## src/rtl/oaid_pkg.sv

```systemverilog
// Shared types, codes and widths for the ordered array insert/delete block.
package oaid_pkg;

  localparam int unsigned OAID_DEPTH     = 16;
  localparam int unsigned OAID_DEPTH_MAX = 64;
  localparam int unsigned CNT_W          = $clog2(OAID_DEPTH_MAX + 1);
  localparam int unsigned DATA_W         = 32;
  localparam int unsigned POS_W          = 5;
  localparam int unsigned IDX_OUT_W      = 4;

  typedef enum logic [1:0] {
    OP_INSERT = 2'd0,
    OP_DELETE = 2'd1,
    OP_DUMP   = 2'd2
  } oaid_op_e;

  typedef enum logic [1:0] {
    ST_OK        = 2'd0,
    ST_NOT_FOUND = 2'd1,
    ST_REFUSED   = 2'd2,
    ST_EMPTY     = 2'd3
  } oaid_status_e;

  typedef enum logic {
    FSM_IDLE = 1'b0,
    FSM_DUMP = 1'b1
  } oaid_fsm_e;

  // Command broadcast to every cell of the chain.
  typedef struct packed {
    logic             ins;
    logic             del;
    logic             rot;
    logic [CNT_W-1:0] pos;
    logic [CNT_W-1:0] last_idx;
    logic [CNT_W-1:0] count;
  } oaid_cmd_t;

endpackage

```

## src/rtl/oaid_cell.sv

```systemverilog
// One storage cell of the ordered array chain: compare, shift and rotate.
module oaid_cell
  import oaid_pkg::*;
#(
  parameter int unsigned CELL_IDX = 0
) (
  input  logic              clk_i,
  input  oaid_cmd_t         cmd_i,
  input  logic [DATA_W-1:0] key_i,
  input  logic [DATA_W-1:0] left_i,
  input  logic [DATA_W-1:0] right_i,
  input  logic [DATA_W-1:0] head_i,
  input  logic              match_i,
  output logic              match_o,
  output logic              hit_o,
  output logic [DATA_W-1:0] val_o
);

  localparam logic [CNT_W-1:0] Idx = CNT_W'(CELL_IDX);

  logic [DATA_W-1:0] val_q, val_d;
  logic              occupied;
  logic              eq;

  assign occupied = Idx < cmd_i.count;
  assign eq       = occupied && (val_q == key_i);
  assign match_o  = match_i | eq;
  assign hit_o    = eq & ~match_i;
  assign val_o    = val_q;

  always_comb begin
    val_d = val_q;
    if (cmd_i.ins) begin
      if (Idx == cmd_i.pos) begin
        val_d = key_i;
      end else if (Idx > cmd_i.pos) begin
        val_d = left_i;
      end
    end else if (cmd_i.del && (match_i || eq)) begin
      val_d = right_i;
    end else if (cmd_i.rot) begin
      // wrap the head around to the tail so a full pass restores order
      val_d = (Idx == cmd_i.last_idx) ? head_i : right_i;
    end
  end

  always_ff @(posedge clk_i) begin
    val_q <= val_d;
  end

endmodule

```

## src/rtl/ordered_array_insert_delete.sv

```systemverilog
// Top level of the ordered array: a chain of cells with insert, delete and dump.
// Timing: the output word is registered on acceptance for insert, delete, refusal and empty
//   dump; the first word of a dump follows the state register, then one a cycle unless stalled.
// Throughput: one item per cycle unless the output stalls, except dump, which holds the input
//   while the cell chain rotates its entries through cell zero.
// Reset: asynchronous, active low; clears count, sequencer and output valid, not the cells.
module ordered_array_insert_delete
  import oaid_pkg::*;
#(
  parameter int unsigned DEPTH = OAID_DEPTH
) (
  input  logic        clk_i,
  input  logic        rst_ni,
  input  logic        s_axis_tvalid,
  output logic        s_axis_tready,
  input  logic [39:0] s_axis_tdata,  // position[4:0], value[36:5], zero pad
  input  logic [1:0]  s_axis_tuser,  // operation[1:0]
  output logic        m_axis_tvalid,
  input  logic        m_axis_tready,
  output logic [39:0] m_axis_tdata,  // element_value[31:0], element_index[35:32], zero pad
  output logic [1:0]  m_axis_tuser,  // status[1:0]
  output logic        m_axis_tlast
);

  localparam int unsigned CW = $clog2(DEPTH + 1);
  localparam int unsigned IW = (DEPTH > 1) ? $clog2(DEPTH) : 1;

  // Input word fields
  logic [POS_W-1:0]  in_pos;
  logic [DATA_W-1:0] in_val;
  oaid_op_e          in_op;

  assign in_pos = s_axis_tdata[POS_W-1:0];
  assign in_val = s_axis_tdata[POS_W+DATA_W-1:POS_W];
  assign in_op  = oaid_op_e'(s_axis_tuser);

  // State
  oaid_fsm_e              state_q, state_d;
  logic [CW-1:0]          count_q, count_d;
  logic [IW-1:0]          dcnt_q, dcnt_d;
  logic                   ovalid_q, ovalid_d;
  oaid_status_e           ostat_q, ostat_d;
  logic [DATA_W-1:0]      oval_q, oval_d;
  logic [IDX_OUT_W-1:0]   oidx_q, oidx_d;
  logic                   olast_q, olast_d;

  // Chain wiring
  oaid_cmd_t              cmd;
  logic [DATA_W-1:0]      cell_val [DEPTH];
  logic [DEPTH:0]         match;
  logic [DEPTH-1:0]       hit;
  logic [IW-1:0]          hit_idx;
  logic                   found;

  logic                   out_free;
  logic                   in_acc;
  logic [CNT_W-1:0]       cnt_ext;
  logic [CNT_W-1:0]       pos_ext;
  logic                   ins_ok;
  logic                   dump_last;

  assign out_free      = ~ovalid_q | m_axis_tready;
  assign s_axis_tready = (state_q == FSM_IDLE) && out_free;
  assign in_acc        = s_axis_tvalid && s_axis_tready;

  assign cnt_ext   = CNT_W'(count_q);
  assign pos_ext   = CNT_W'(in_pos);
  // refuse when full or when the position lies past the end
  assign ins_ok    = (cnt_ext < CNT_W'(DEPTH)) && (pos_ext <= cnt_ext);
  assign found     = match[DEPTH];
  assign dump_last = (CNT_W'(dcnt_q) == cmd.last_idx);

  // Drive the cell command
  always_comb begin
    cmd.ins      = in_acc && (in_op == OP_INSERT) && ins_ok;
    cmd.del      = in_acc && (in_op == OP_DELETE);
    cmd.rot      = (state_q == FSM_DUMP) && out_free;
    cmd.pos      = pos_ext;
    cmd.last_idx = cnt_ext - CNT_W'(1);
    cmd.count    = cnt_ext;
  end

  assign match[0] = 1'b0;

  for (genvar g = 0; g < DEPTH; g++) begin : g_cell
    logic [DATA_W-1:0] left, right;
    if (g == 0) begin : g_first
      assign left = in_val;
    end else begin : g_mid
      assign left = cell_val[g-1];
    end
    if (g == DEPTH - 1) begin : g_tail
      assign right = cell_val[0];
    end else begin : g_body
      assign right = cell_val[g+1];
    end
    oaid_cell #(
      .CELL_IDX(g)
    ) u_cell (
      .clk_i  (clk_i),
      .cmd_i  (cmd),
      .key_i  (in_val),
      .left_i (left),
      .right_i(right),
      .head_i (cell_val[0]),
      .match_i(match[g]),
      .match_o(match[g+1]),
      .hit_o  (hit[g]),
      .val_o  (cell_val[g])
    );
  end

  // Encode the one-hot first match
  always_comb begin
    hit_idx = '0;
    for (int i = 0; i < DEPTH; i++) begin
      hit_idx = hit_idx | (hit[i] ? IW'(i) : '0);
    end
  end

  // Sequencer, count and output register
  always_comb begin
    state_d  = state_q;
    count_d  = count_q;
    dcnt_d   = dcnt_q;
    ovalid_d = ovalid_q & ~m_axis_tready;
    ostat_d  = ostat_q;
    oval_d   = oval_q;
    oidx_d   = oidx_q;
    olast_d  = olast_q;
    case (state_q)
      FSM_IDLE: begin
        if (in_acc) begin
          ovalid_d = 1'b1;
          ostat_d  = ST_REFUSED;
          oval_d   = '0;
          oidx_d   = '0;
          olast_d  = 1'b1;
          case (in_op)
            OP_INSERT: begin
              if (ins_ok) begin
                ostat_d = ST_OK;
                oidx_d  = IDX_OUT_W'(in_pos);
                count_d = count_q + CW'(1);
              end
            end
            OP_DELETE: begin
              if (found) begin
                ostat_d = ST_OK;
                oidx_d  = IDX_OUT_W'(hit_idx);
                count_d = count_q - CW'(1);
              end else begin
                ostat_d = ST_NOT_FOUND;
              end
            end
            OP_DUMP: begin
              if (count_q == '0) begin
                ostat_d = ST_EMPTY;
              end else begin
                // hold the output empty and start the rotation
                ovalid_d = 1'b0;
                dcnt_d   = '0;
                state_d  = FSM_DUMP;
              end
            end
            default: begin
              ostat_d = ST_REFUSED;
            end
          endcase
        end
      end
      FSM_DUMP: begin
        if (out_free) begin
          ovalid_d = 1'b1;
          ostat_d  = ST_OK;
          oval_d   = cell_val[0];
          oidx_d   = IDX_OUT_W'(dcnt_q);
          olast_d  = dump_last;
          dcnt_d   = dcnt_q + IW'(1);
          if (dump_last) begin
            state_d = FSM_IDLE;
          end
        end
      end
      default: begin
        state_d = FSM_IDLE;
      end
    endcase
  end

  always_ff @(posedge clk_i or negedge rst_ni) begin
    if (!rst_ni) begin
      state_q  <= FSM_IDLE;
      count_q  <= '0;
      dcnt_q   <= '0;
      ovalid_q <= 1'b0;
    end else begin
      state_q  <= state_d;
      count_q  <= count_d;
      dcnt_q   <= dcnt_d;
      ovalid_q <= ovalid_d;
    end
  end

  always_ff @(posedge clk_i) begin
    ostat_q <= ostat_d;
    oval_q  <= oval_d;
    oidx_q  <= oidx_d;
    olast_q <= olast_d;
  end

  assign m_axis_tvalid = ovalid_q;
  assign m_axis_tuser  = ostat_q;
  assign m_axis_tlast  = olast_q;
  assign m_axis_tdata  = {{(40 - DATA_W - IDX_OUT_W){1'b0}}, oidx_q, oval_q};

  // Assertions
  a_count_bound: assert property (@(posedge clk_i) disable iff (!rst_ni)
    CNT_W'(count_q) <= CNT_W'(DEPTH))
    else $error("element count exceeds depth");

  a_hit_onehot: assert property (@(posedge clk_i) disable iff (!rst_ni)
    $onehot0(hit))
    else $error("more than one first match");

  a_dump_blocks_input: assert property (@(posedge clk_i) disable iff (!rst_ni)
    (state_q == FSM_DUMP) |-> !s_axis_tready)
    else $error("input accepted during dump");

  a_dump_ends: assert property (@(posedge clk_i) disable iff (!rst_ni)
    ((state_q == FSM_DUMP) && out_free && dump_last) |=>
      ((state_q == FSM_IDLE) && m_axis_tvalid && m_axis_tlast))
    else $error("dump did not end on last word");

endmodule
```

## config.mk

```make
export PLATFORM = sky130hd
export DESIGN_NAME = ordered_array_insert_delete
export DESIGN_NICKNAME = d
export VERILOG_FILES = /design/src/rtl/oaid_pkg.sv /design/src/rtl/oaid_cell.sv /design/src/rtl/ordered_array_insert_delete.sv
export SDC_FILE = /design/constraint.sdc
export NUM_CORES = 2
export LEC_CHECK = 0
export BUFFER_PORTS_ARGS = -buffer_cell sky130_fd_sc_hd__buf_2
export CORE_MARGIN = 2
export CORE_UTILIZATION = 50
export DETAILED_ROUTE_END_ITERATION = 12
export GPL_TIMING_DRIVEN = 1
export PLACE_DENSITY = 0.63
export SETUP_SLACK_MARGIN = 0.15
export SYNTH_ARGS = -nofsm -noshare
export SYNTH_HDL_FRONTEND = slang
export SYNTH_SLANG_ARGS = --single-unit
```

## constraint.sdc

```tcl
create_clock -name clk_i -period 6.9 [get_ports clk_i]
set_input_delay 0.69 -clock clk_i [delete_from_list [all_inputs] [get_ports clk_i]]
set_output_delay 0.69 -clock clk_i [all_outputs]
set_load 0.005 [all_outputs]
```

==> run summary <==
status -> finished, violations left
failing checks -> max-capacitance violations, max-slew violations
Mean Syn Cell Area -> 9.66 um2
GRT Overall Usage -> 0.478
Site Rows -> 106
worst-case clock skew -> 0.0313 ns
drt first pass iters -> 8
most common cell after layout, fill and taps aside -> nand2_1
Critical Path RT -> 7.22 ns
Syn Inst Count -> 4,377
Routability Congestion -> 1.06
initial antenna violation count -> 11
post-DP HPWL -> 149 mm
post-route ant nets -> 0
Yosys reg bits -> 562
total core area -> 83,700 um2
Layout area overhead -> 8.18%
final cycle utilization of the critical path -> 0.716
ranking of synthesized cells by area -> edfxtp_1 39%, mux2_2 6.8%, xor2_1 6.5%, nand2_1 5.1%, xnor2_1 4.4%
vias in the first global route -> 37.1k
DRT iter0 DRCs -> 7,351
cts hold-fix bufs -> 1
area fraction of the dominant cell type after synthesis -> 0.391
num ports -> 91
Seq/Total Area, Yosys -> 0.398
CTS max path bufs -> 3
number of synthesized flops with an enable pin -> 551
crit path capture type -> flop
Netlist cell types -> 78
critical path peak fanout -> 65
total power -> 19.2 mW
worst-path cell chain -> nor2_1 -> nand3_1 -> nand3_1 -> nor4_2 -> or4_1 -> o41ai_4 -> buf_4 -> nand3_1 -> buf_4
TNS Setup -> 0 ns
vias after detailed routing -> 40.2k
die height -> 295 um
pwr dens -> 420 nW/um2
Synth Warn # -> 0
Vias/cell -> 7.42
layout cells sized above 1 -> 0.160
GRT overflow -> 0
total CTS buffers -> 71
number of setup buffers added after CTS -> 0
Synth Flop Type -> edfxtp_1
most frequent CP cell -> nand3_1
Sink Count -> 562
critical path class -> flop to flop
Routed Wire Length -> 213 mm
fmax -> 0.203 GHz
arrival time of the worst setup path -> 5.26 ns
slowest stage delay, CP -> 0.85 ns
first-pass GRT wire length -> 292 mm
Final Max Slew Viols -> 2
Leak Pwr -> 16.8 nW
drt drc -> 0
Die Footprint -> 86,900 um2
Clock Latency Late Sink -> 0.65 ns
worst min path class -> primary input to flop
RSZ-0062 raised after global routing -> false
Root Driver -> clkbuf_16
CP Buf/Inv Count -> 2
port buffer count -> 83
Slew Limit Headroom -> -0.0688
most frequent cells in the layout -> 565 x nand2_1, 551 x edfxtp_1, 312 x xor2_1, 273 x a21oi_1, 257 x mux2_2
worst vdd ir -> 0.249 mV
Initial Utilization -> 0.505
CTS tree -> yes
Slowest-stage cell, CP -> or4_1
max cap viols -> 1
synthesized area -> 42,300 um2
worst slew pin tran -> 1.59 ns
cells resized by post-CTS repair -> 0
Layout Nets -> 4,280
final hold vios -> 0
Async SR Flop Fraction -> 0.0196
final setup violation count -> 0
Startpoint Class -> flop
H-tree depth -> 3
clock transition at the registers of the reported paths -> 0.06 ns
Tmin final -> 4.94 ns
wire per inst -> 39.4 um
largest net degree at the start of global routing -> 146
post-synth top area cell -> edfxtp_1
Die Width -> 295 um
CP delay by family, top -> simple AND/OR/NAND/NOR gates
Fill cells -> 7,680
-- where the power goes --
part / internal, mW / switching, mW
sequential: 5.67 / 1.87
clock: 2.18 / 1.65
combinational: 2.87 / 4.98
-- stage by stage --
| stage | setup slack (ns) | util | cell area [um2] | instances | hold WS [ns] |
|---|---|---|---|---|---|
| 2_1_floorplan | 1.57 | - | 42300 | 4380 | 0.394 |
| 3_3_place_gp | 1.76 | 0.519 | 43500 | 5282 | 0.588 |
| 3_5_place_dp | 1.72 | 0.519 | 43500 | 5282 | 0.588 |
| 4_1_cts | 2.18 | 0.546 | 45700 | 5408 | 0.328 |
| 5_1_grt | 1.94 | 0.546 | 45700 | 5408 | 0.381 |
| 6_report | 1.96 | 0.546 | 45700 | 5415 | 0.343 |
-- registers in the layout (all words and copies together), names as in the netlist, 2 cells and up --
signal / count
dcnt_q: 4
m_axis_tuser: 2
g_cell.u_cell.val_o: 512
oval_q: 32
oidx_q: 4
count_q: 5
-- layout make-up --
| class | count | area [um2] | share of cell area |
|---|---|---|---|
| Sequential cell | 562 | 16800 | 0.368 |
| Timing Repair Buffer | 255 | 1770 | 0.0387 |
| Inverter | 10 | 37.5 | 0.000821 |
| Clock inverter | 39 | 389 | 0.00851 |
| Antenna cell | 7 | 17.5 | 0.000383 |
| Multi-Input combinational cell | 3322 | 23400 | 0.512 |
| Clock buffer | 86 | 1850 | 0.0406 |
| Tap cell | 1134 | 1420 | 0.0310 |
-- synthesized netlist by cell type (34+ instances only) --
library cell and number:
a211oi_1 65, a21o_1 66, a21oi_1 275, a221o_1 160
a31oi_1 76, and2_1 72, and3_1 84, buf_2 102
clkbuf_1 318, edfxtp_1 551, mux2_2 257, mux2i_1 128
nand2_1 569, nand3_1 111, nand4_1 111, nand4b_1 39
nor2_1 153, nor2b_1 41, nor3_1 34, nor4_1 155
o211ai_1 41, o21ai_0 85, o221a_1 55, o22ai_1 34
xnor2_1 212, xor2_1 312
-- logic make-up (layout without fill, tap and decap cells) --
group | after synthesis | after routing | synth area share
AOI/OAI and AO/OA | 964 | 964 | 0.166
other | 1 | 11 | 0.0000887
DFF | 562 | 562 | 0.398
and+or+nand+nor | 1433 | 1433 | 0.171
adders and majority gates | 12 | 12 | 0.00355
muxes | 385 | 385 | 0.0988
xor gates and xnor gates | 524 | 524 | 0.109
buffers and inverters | 496 | 390 | 0.0543
-- metal layers --
metal / share of wire / vias to the layer above / track usage / wire (um)
met5: 0.00010 / - / 0 / 22
met4: 0.088 / 4 / 0.326 / 18800
met3: 0.15 / 878 / 0.185 / 31400
met2: 0.40 / 3587 / 0.663 / 85200
met1: 0.36 / 19544 / 0.610 / 77800
li1: - / 16156 / - / -
-- worst reg2reg max path, cell delays in order (launching register included) --
cell and delay, ns:
dfrtp_1 0.59, nor2_1 0.81, nand3_1 0.44, nand3_1 0.24
nor4_2 0.12, or4_1 0.85, o41ai_4 0.41, buf_4 0.62
nand3_1 0.18, buf_4 0.33
-- path summary, 6_finish.rpt --
path	from	endpoint	slack (ns)	cells after the start
max	count_q[0]	g_cell[14].u_cell.val_o[26]	1.96	9
min	s_axis_tvalid	m_axis_tvalid	0.34	3
max reg2reg	count_q[0]	g_cell[14].u_cell.val_o[26]	1.96	9
min reg2reg	g_cell[1].u_cell.val_o[6]	g_cell[0].u_cell.val_o[6]	0.61	2
max in group asynchronous	rst_ni	state_q	6.20	2
min in group asynchronous	rst_ni	m_axis_tvalid	0.47	2
Note: power is estimated with default switching activity, not from simulation.
